===== src/hw/rtl/mgsa_pkg.sv =====
// Package for the max-gap seat allocator: status codes, request kinds,
// register map and default sizes. No dependencies.
package mgsa_pkg;

  localparam int DEF_SEATS      = 256;
  localparam int DEF_REQUESTERS = 256;

  localparam logic [1:0] ST_OK      = 2'd0;
  localparam logic [1:0] ST_FULL    = 2'd1;
  localparam logic [1:0] ST_UNKNOWN = 2'd2;

  localparam logic KIND_ARRIVE = 1'b0;
  localparam logic KIND_DEPART = 1'b1;

  // Register index (word address) on the config port.
  localparam logic REG_NUM_SEATS = 1'b0;

  localparam logic [8:0] NUM_SEATS_RST = 9'd256;

endpackage


===== src/hw/rtl/max_gap_seat_allocator_unit.sv =====
// Max-gap seat allocator, top level: sequencer, shared gap unit, seat and
//   requester memories, APB-style config port.
// Depends on mgsa_pkg.
//
// Usage: raise start with kind and requester_id while busy is low; the
// request is taken at that edge and busy rises. One result comes back on
// seat/status with done high for exactly one cycle; the receiver cannot
// stall it. busy falls as done rises, and the next request may be issued.
// An arrival scans the occupancy memory one seat per clock through a
// single subtract/compare unit over n, the active seat count, then ends
// in S_FINISH; the scan loop over the one-read-port occupancy memory sets
// how long an arrival takes. A departure is one map lookup and one update,
// in S_LOOKUP then S_DEP. Only one request is in flight at a time: the
// next is taken only after the result of the last one.
// The user writes num_seats over the config port (byte address 0) only
// while idle; the block does not enforce this. Config writes are taken at
// all times. Reset: synchronous, active high. After reset a clearing pass
// writes both memories over max(SEATS, REQUESTERS) addresses (256 by
// default); busy stays high during it.
module max_gap_seat_allocator_unit
  import mgsa_pkg::*;
#(
  parameter int SEATS      = DEF_SEATS,
  parameter int REQUESTERS = DEF_REQUESTERS
) (
  input  logic        clk,
  input  logic        rst,
  input  logic        start,
  output logic        busy,
  input  logic        kind,
  input  logic [7:0]  requester_id,
  output logic        done,
  output logic [7:0]  seat,
  output logic [1:0]  status,
  input  logic        psel,
  input  logic        penable,
  input  logic        pwrite,
  input  logic [2:0]  paddr,
  input  logic [31:0] pwdata,
  output logic [31:0] prdata,
  output logic        pready
);

  localparam int SW        = $clog2(SEATS);
  localparam int CW        = $clog2(SEATS + 1);
  localparam int RW        = $clog2(REQUESTERS);
  localparam int CLR_DEPTH = (SEATS > REQUESTERS) ? SEATS : REQUESTERS;
  localparam int KW        = $clog2(CLR_DEPTH);

  localparam logic [2:0] S_CLEAR  = 3'd0;
  localparam logic [2:0] S_IDLE   = 3'd1;
  localparam logic [2:0] S_SCAN   = 3'd2;
  localparam logic [2:0] S_FINISH = 3'd3;
  localparam logic [2:0] S_LOOKUP = 3'd4;
  localparam logic [2:0] S_DEP    = 3'd5;

  logic [2:0]    state;
  logic [8:0]    num_seats;
  logic [KW-1:0] clr;
  logic [CW-1:0] cnt;
  logic [CW-1:0] rd_pos;
  logic          rd_vld;
  logic          any_taken;
  logic [CW-1:0] prev;
  logic [CW-1:0] best;
  logic [CW-1:0] best_dist;
  logic [RW-1:0] id_q;

  logic          taken_mem [SEATS];
  logic          taken_q;
  logic [SW:0]   map_mem [REQUESTERS];
  logic [SW:0]   map_q;

  logic          accept;
  logic          cfg_wr;
  logic [CW-1:0] n_act;
  logic [RW-1:0] id_mod;
  logic [19:0]   id_r;
  logic [CW-1:0] sub_a;
  logic [CW-1:0] diff;
  logic [CW-1:0] cand;
  logic          gt;
  logic [CW-1:0] pick;
  logic [CW-1:0] fin_dist;
  logic          row_full;

  logic          taken_we;
  logic [SW-1:0] taken_waddr;
  logic          taken_wdata;
  logic          map_we;
  logic [RW-1:0] map_waddr;
  logic [SW:0]   map_wdata;

  assign busy   = (state != S_IDLE);
  assign accept = start && !busy;
  assign pready = 1'b1;
  assign cfg_wr = psel && penable && pwrite && pready && (paddr[2] == REG_NUM_SEATS);
  assign prdata = (paddr[2] == REG_NUM_SEATS) ? 32'(num_seats) : '0;

  always_comb begin
    if (num_seats == '0) begin
      n_act = CW'(1);
    end else if (int'(num_seats) > SEATS) begin
      n_act = CW'(SEATS);
    end else begin
      n_act = CW'(num_seats);
    end
  end

  // id mod REQUESTERS by restoring reduction
  always_comb begin
    id_r = 20'(requester_id);
    for (int k = 7; k >= 0; k--) begin
      if (id_r >= (20'(REQUESTERS) << k)) begin
        id_r = id_r - (20'(REQUESTERS) << k);
      end
    end
    id_mod = id_r[RW-1:0];
  end

  // shared gap unit
  assign sub_a = (state == S_FINISH) ? (n_act - CW'(1)) : rd_pos;
  assign diff  = sub_a - prev;
  assign cand  = (state == S_FINISH) ? diff : (diff >> 1);
  assign gt    = cand > best_dist;

  always_comb begin
    if (!any_taken) begin
      pick     = '0;
      fin_dist = CW'(1);
    end else if (gt) begin
      pick     = n_act - CW'(1);
      fin_dist = cand;
    end else begin
      pick     = best;
      fin_dist = best_dist;
    end
    row_full = (fin_dist == '0);
  end

  always_comb begin
    taken_we    = 1'b0;
    taken_waddr = pick[SW-1:0];
    taken_wdata = 1'b1;
    map_we      = 1'b0;
    map_waddr   = id_q;
    map_wdata   = {1'b1, pick[SW-1:0]};
    case (state)
      S_CLEAR: begin
        taken_we    = (int'(clr) < SEATS);
        taken_waddr = clr[SW-1:0];
        taken_wdata = 1'b0;
        map_we      = (int'(clr) < REQUESTERS);
        map_waddr   = clr[RW-1:0];
        map_wdata   = '0;
      end
      S_FINISH: begin
        taken_we = !row_full;
        map_we   = !row_full;
      end
      S_DEP: begin
        taken_we    = map_q[SW];
        taken_waddr = map_q[SW-1:0];
        taken_wdata = 1'b0;
        map_we      = map_q[SW];
        map_wdata   = '0;
      end
      default: begin
        taken_we = 1'b0;
        map_we   = 1'b0;
      end
    endcase
  end

  always_ff @(posedge clk) begin
    if (taken_we) begin
      taken_mem[taken_waddr] <= taken_wdata;
    end
    taken_q <= taken_mem[cnt[SW-1:0]];
  end

  always_ff @(posedge clk) begin
    if (map_we) begin
      map_mem[map_waddr] <= map_wdata;
    end
    map_q <= map_mem[id_q];
  end

  always_ff @(posedge clk) begin
    if (rst) begin
      num_seats <= NUM_SEATS_RST;
    end else if (cfg_wr) begin
      num_seats <= pwdata[8:0];
    end
  end

  always_ff @(posedge clk) begin
    if (rst) begin
      state     <= S_CLEAR;
      clr       <= '0;
      cnt       <= '0;
      rd_vld    <= 1'b0;
      any_taken <= 1'b0;
      done      <= 1'b0;
    end else begin
      done <= 1'b0;
      case (state)
        S_CLEAR: begin
          clr <= clr + KW'(1);
          if (int'(clr) == CLR_DEPTH - 1) begin
            state <= S_IDLE;
          end
        end
        S_IDLE: begin
          if (accept) begin
            id_q      <= id_mod;
            cnt       <= '0;
            rd_vld    <= 1'b0;
            any_taken <= 1'b0;
            prev      <= '0;
            best      <= '0;
            best_dist <= '0;
            state     <= (kind == KIND_DEPART) ? S_LOOKUP : S_SCAN;
          end
        end
        S_SCAN: begin
          if (rd_vld && taken_q) begin
            if (!any_taken) begin
              any_taken <= 1'b1;
              if (rd_pos != '0) begin
                best_dist <= rd_pos;
                best      <= '0;
              end
            end else if (gt) begin
              best_dist <= cand;
              best      <= prev + cand;
            end
            prev <= rd_pos;
          end
          if (cnt < n_act) begin
            rd_pos <= cnt;
            rd_vld <= 1'b1;
            cnt    <= cnt + CW'(1);
          end else begin
            rd_vld <= 1'b0;
            state  <= S_FINISH;
          end
        end
        S_FINISH: begin
          done   <= 1'b1;
          seat   <= row_full ? 8'd0 : 8'(pick);
          status <= row_full ? ST_FULL : ST_OK;
          state  <= S_IDLE;
        end
        S_LOOKUP: begin
          state <= S_DEP;
        end
        S_DEP: begin
          done   <= 1'b1;
          seat   <= map_q[SW] ? 8'(map_q[SW-1:0]) : 8'd0;
          status <= map_q[SW] ? ST_OK : ST_UNKNOWN;
          state  <= S_IDLE;
        end
        default: begin
          state <= S_IDLE;
        end
      endcase
    end
  end

  a_done_after_busy: assert property (@(posedge clk) disable iff (rst)
    done |-> ($past(busy) && !busy))
    else $error("result without a request in flight");

  a_err_seat_zero: assert property (@(posedge clk) disable iff (rst)
    (done && status != ST_OK) |-> (seat == 8'd0))
    else $error("error result with nonzero seat");

  a_arrival_no_unknown: assert property (@(posedge clk) disable iff (rst)
    (done && $past(state) == S_FINISH) |-> (status != ST_UNKNOWN))
    else $error("arrival reported unknown requester");

  a_accept_busy: assert property (@(posedge clk) disable iff (rst)
    (start && !busy) |=> (busy && !done))
    else $error("accepted request did not raise busy");

endmodule

===== config.mk =====
export PLATFORM = sky130hd
export DESIGN_NAME = max_gap_seat_allocator_unit
export DESIGN_NICKNAME = d
export VERILOG_FILES = /design/src/hw/rtl/mgsa_pkg.sv /design/src/hw/rtl/max_gap_seat_allocator_unit.sv
export SDC_FILE = /design/constraint.sdc
export NUM_CORES = 2
export LEC_CHECK = 0
export ABC_AREA = 1
export ABC_CLOCK_PERIOD_IN_PS = 23600
export CORE_MARGIN = 3
export CORE_UTILIZATION = 45
export CTS_CLUSTER_SIZE = 12
export DETAILED_ROUTE_END_ITERATION = 10
export DONT_BUFFER_PORTS = 1
export SLEW_MARGIN = 20
export SYNTH_ARGS = -nofsm -noshare
export SYNTH_HDL_FRONTEND = slang
export SYNTH_SLANG_ARGS = --single-unit

===== constraint.sdc =====
create_clock -name clk -period 23.6 [get_ports clk]
set_input_delay 4.72 -clock clk [delete_from_list [all_inputs] [get_ports clk]]
set_output_delay 4.72 -clock clk [all_outputs]
set_load 0.01 [all_outputs]

# Yosys cells after proc, flatten, opt, wreduce, memory -nomap -nowiden
# Memory sizes are Yosys's and may differ from the RTL's. A register that Yosys moved wholly into a read port is not among the register bits.
# Cells that the tools add are included.
[word_totals]
regBits = 85
ram_bits = 2560
in_bits = 50
out_inout_bits = 45
mem_count = 2
[op_classes]
addsub = 5
order_cmp = 3
n_eq_ne = 14
n_mux = 47
bitwise_logic = 2
reduce_logical = 25
[mem_list]
columns = ["name", "words", "word_bits", "read_ports", "rd_ports_with_merged_regs", "wr", "line_no", "text"]
rows = [
  ["map_mem", 256, 9, 1, 1, 1, "max_gap_seat_allocator_unit.sv:71", "logic [SW:0] map_mem [REQUESTERS];"],
  ["taken_mem", 256, 1, 1, 1, 1, "max_gap_seat_allocator_unit.sv:69", "logic taken_mem [SEATS];"],
]
[ops]
columns = ["operator", "count"]
rows = [
  ["two-way mux 9 bit", 14],
  ["two-way mux 8 bit", 9],
  ["one-hot mux 9 bit (2 select lines)", 3],
  ["one-hot mux 8 bit (2 select lines)", 3],
  ["logical NOT 9 bit", 2],
  ["AND reduction 3 bit", 5],
  ["two-way mux 3 bit", 4],
  ["one-hot mux 3 bit (4 select lines)", 1],
  ["inequality test 2 bit, second input constant", 5],
  ["adder 9 x 1 -> 9 bit, second input constant", 1],
  ["greater-than comparator 9 bit", 1],
  ["greater-than comparator 9 bit, second input constant", 1],
  ["less-than comparator 9 bit", 1],
  ["nonzero test 9 bit", 1],
  ["subtractor 9 x 1 -> 9 bit, second input constant", 1],
  ["subtractor 9 bit", 1],
  ["adder 8 x 1 -> 8 bit, second input constant", 1],
  ["adder 8 bit", 1],
  ["equality test 8 x 1 -> 1 bit, second input constant", 1],
  ["two-way mux 1 bit", 8],
  ["equality test 3 x 2 -> 1 bit, second input constant", 2],
  ["equality test 3 bit, second input constant", 2],
  ["inequality test 3 bit, second input constant", 2],
  ["AND reduction 6 bit", 1],
  ["other kinds (15)", 25],
]

# Depth between registers and ports, before layout
[depth]
ltp_word = 15
mapped_depth = 43

# Worst setup path before layout
# Ideal clock, no wire load.
[synth_path]
path_kind = "reg2reg"
start = "register state[0]"
end = "memory taken_mem[118], enable pin"
setup_time_ns = 0.298
arrival_ns = 22.502
required_time_ns = 23.302
slack_ns = 0.799
stages_incl_launch_ff = 14
cell_sequence = "dfxtp_1 -> nor2_1 -> inv_1 -> nor2_1 -> nor2_1 -> inv_1 -> nor2_1 -> nor2_1 -> inv_1 -> nand2_1 -> nor2_1 -> nand2_4 -> buf_6 -> nor2_1"
[synth_via]
elab_chain_len = 12
elab_cells_between_ends = 17
cone_classes = "add/sub (1); order compare (1); eq/ne (2); mux (10); reduce/logical (3)"
[synth_rtl]
columns = ["item", "line_no", "text"]
rows = [
  ["from (decl)", "max_gap_seat_allocator_unit.sv:57", "logic [2:0] state;"],
  ["from (signal assigned)", "max_gap_seat_allocator_unit.sv:223", "state <= (kind == KIND_DEPART) ? S_LOOKUP : S_SCAN;"],
  ["equality test 3 x 2 -> 1 bit", "max_gap_seat_allocator_unit.sv:122, max_gap_seat_allocator_unit.sv:124, max_gap_seat_allocator_unit.sv:148", ""],
  ["two-way mux 9 bit", "max_gap_seat_allocator_unit.sv:122", "assign sub_a = (state == S_FINISH) ? (n_act - CW'(1)) : rd_pos;"],
  ["subtractor 9 bit", "max_gap_seat_allocator_unit.sv:123", "assign diff = sub_a - prev;"],
  ["two-way mux 9 bit", "max_gap_seat_allocator_unit.sv:124", "assign cand = (state == S_FINISH) ? diff : (diff >> 1);"],
  ["greater-than comparator 9 bit", "max_gap_seat_allocator_unit.sv:125", "assign gt = cand > best_dist;"],
  ["two-way mux 9 bit", "-", ""],
  ["two-way mux 9 bit", "max_gap_seat_allocator_unit.sv:128", "if (!any_taken) begin"],
  ["logical NOT 9 bit", "max_gap_seat_allocator_unit.sv:138", "row_full = (fin_dist == '0);"],
  ["logical NOT 1 bit", "max_gap_seat_allocator_unit.sv:158", "taken_we = !row_full;"],
  ["one-hot mux 1 bit (3 select lines)", "max_gap_seat_allocator_unit.sv:148", "case (state)"],
  ["two-way mux 1 bit", "max_gap_seat_allocator_unit.sv:176", "if (taken_we) begin"],
  ["two-way mux 1 bit (implied by the code)", "max_gap_seat_allocator_unit.sv:177", "taken_mem[taken_waddr] <= taken_wdata;"],
  ["to (decl)", "max_gap_seat_allocator_unit.sv:69", ""],
]
# Parallel ways exist; a longest one is shown, timed or not.

# Final worst setup path
[layout_path]
start = "input paddr[2]"
end = "output prdata[1]"
[layout_via]
elab_chain_len = 1
[layout_rtl]
columns = ["item", "line_no", "text"]
rows = [
  ["from (decl)", "max_gap_seat_allocator_unit.sv:38", "input logic [2:0] paddr,"],
  ["two-way mux 9 bit", "max_gap_seat_allocator_unit.sv:98", "assign prdata = (paddr[2] == REG_NUM_SEATS) ? 32'(num_seats) : '0;"],
  ["to (decl)", "max_gap_seat_allocator_unit.sv:40", "output logic [31:0] prdata,"],
]
# No other way between the ends.

==> reports/metrics.cfg <==
[status]
outcome=finished clean

[yosys]
async_reset_ff_share_pct=0
gate_count_post_synth=9064
most_area_consuming_cells_after_synthesis=edfxtp_1, nor2_1, o21ai_0
post_synth_instance_area_sq_um=110000
post_synth.cell_area_avg_sq_um=12.1
synthDistinctLibCells=59
yosys.cell_count.top_type=edfxtp_1
register_area_share_after_synthesis_pct=72.3
synthesis.yosys.warnings=0
synth_top_cells_by_count=edfxtp_1, nor2_1, o21ai_0
synth_enable_flop_cells=2613
yosys_most_used_dff=edfxtp_1
portion_of_synthesized_cell_area_occupied_by_the_leading_cell_type_pct=71.5
synth_area_leader_cell=edfxtp_1
number_of_synthesized_register_bits=2655

[global_routing]
grt_remaining_overflow=0
grt_busiest_layer=met2
antenna_found_initial=10
grt.met2_usage_pct=36.2
first_global_vias=67700
global_route.usage.met3_pct=4.36
grt_pass1_wl_microns=436000
global_route.usage.total_pct=23.1
gr-usage-met1_pct=32.7
grt_max_degree=277

[worst_setup_path]
timing.setup.critical_path_class=primary input to output port
worst-r2r-cell-count=29
cp.required_ns=18.88
path_max_fanout=10
critPathLaunchType=primary input
critPathLaunch=paddr[2]
crit_path_end_kind=output port
cp_cell_sequence=nor2_1
crit_family=simple AND/OR/NAND/NOR gates
cpPeakStageDelay_ns=0.19
worst-r2r-setup-slack_ns=15.15
timing.rr.end=map_mem[136][1]
crit_buf_inv=0
worst_ep_arrival_time_ns=4.91
crit_path_top_delay_cell=nor2_1
r2r_path_start=state[1]

[final_layout]
synth_to_layout_area_growth_pct=9.35
proportion_of_layout_cells_with_a_drive_suffix_above_1_pct=7.58
post_layout_net_count=8909

[floorplanning]
core_area_sq_um=241000
floorplan.io_pins=95
floorplan.initialDensity_pct=45.4
rows=180
die_area_sq_um=250000
die_w_microns=500
die_height_microns=500

[sta]
grt_setup_unrepaired=false
setup-tns-final_ns=0
maxClockFrequency_mhz=104
setup_ws_ns=13.97
fin_skew_ns=0.0361
fin_crit_ns=9.63
setup_viol=0
worst_pin_slew_ns=1.16
portion_of_the_clock_cycle_consumed_by_the_worst_path_in_the_final_layout_pct=40.8
timing.slew.headroom_pct=22.1
finalHoldViolCount=0
hold-worst-slack_ns=0.485
slew_violations=0

[power]
total_power_uw=10500
power_density_nw_per_um2=87.3
ir_drop_mv=0.0998
power.static_leakage_uw=0.0371

[placed_design]
dpl.hpwl_microns=158000
number_of_buffers_inserted_by_port_buffering=0
dp_worst_setup_slack_ns=13.97
gpl.final_weighted_congestion=0.853

[clock_tree]
cts_buffers=289
postCtsSetupRepairBufs=0
worstSkewPairLatency_ns=0.92
ctsResizeCount=0
cts_tree=yes
clock_sink_count=2655
h-tree-depth=5
ctsHoldBuffers=0
clock_root_cell=clkbuf_16
ctsLongestPathBuffers=4
clkSlewWorstSetupHoldPaths_ns=0.05

[hold_path]
worst_hold_depth=1
hold_start=clr[0]
hold_path.class=register to register
hold-path-endpoint=clr[0]

[routing]
postRouteWirelength_microns=295000
drcViolationCount=0
initial_drc_count=8269
drt_pre_antenna_iters=6
wl_per_cell_microns=24.3
detailroute.via_count=71400
avgViaCountPerCell=5.87
route.antenna.remaining_nets=0

[job]
number_of_maximum_capacitance_constraint_violations=0

## per-stage QoR
stage / cells / util, % / instance area [sq um]
floorplan: 9086 / - / 110000
global placement: 11700 / 46.3 / 112000
finish: 12200 / 49.7 / 120000
CTS: 12200 / 49.7 / 120000
detailed placement: 11700 / 46.3 / 112000
global route: 12200 / 49.7 / 120000
## layout make-up
type / instances / area, sq um
Inverter: 156 / 649
Fill cell: 20900 / 122000
Multi-Input combinational cell: 5613 / 26900
Timing Repair Buffer: 107 / 936
Tap cell: 3185 / 3990
Sequential cell: 2655 / 79300
Clock inverter: 56 / 327
Clock buffer: 379 / 7820
Antenna cell: 4 / 10.0
## cells in the final DEF (no fill, tap or decap), types with 42 or more instances in the layout
master,Yosys,routed
o22ai_1,616,616
clkbuf_1,457,75
nand3_1,611,611
o21ai_0,1332,1332
nor2_1,1797,1791
a21oi_1,60,60
clkbuf_16,0,299
buf_4,27,97
nor2_2,132,134
nand2_1,805,802
inv_1,135,129
clkinv_1,5,42
edfxtp_1,2613,2613
## logic make-up after synthesis
| kind of cell | Yosys count | share of synthesized area, % |
|---|---|---|
| simple gates | 3467 | 13.5 |
| flops | 2655 | 72.3 |
| compound gates | 2075 | 10.4 |
| buf+inv | 818 | 3.30 |
| fa+ha+maj | 37 | 0.436 |
| xor+xnor | 10 | 0.0799 |
| other cells | 2 | 0.00685 |
## report_power, final
part | total [uW] | internal [uW] | switching (uW)
Combinational | 1010 | 181 | 829
Clock | 4060 | 2330 | 1730
Sequential | 5390 | 5360 | 29.5
## flip-flops by register name, indices dropped and copies added, names as in the netlist, 9 cells and up
register	flops
taken_mem	256
prev	9
map_q	9
rd_pos	9
cnt	9
map_mem	2304
num_seats	9
best_dist	9
## worst max path at each step
| stage | end | slack [ns] | depth (start not counted) |
|---|---|---|---|
| 2_1_floorplan | taken_mem[118] | 0.80 | 13 |
| 3_3_place_gp | prdata[7] | 13.97 | 1 |
| 3_5_place_dp | prdata[1] | 13.97 | 1 |
| 4_1_cts | prdata[1] | 13.97 | 1 |
| 5_1_grt | prdata[4] | 13.97 | 1 |
| 6_report | prdata[1] | 13.97 | 1 |
## routing by layer
layer	vias to the layer above	routed length, microns
met5	-	11
met4	2	9650
met3	571	26300
met2	3134	137000
met1	35400	122000
li1	32300	-
(Power assumes the default switching activity.)
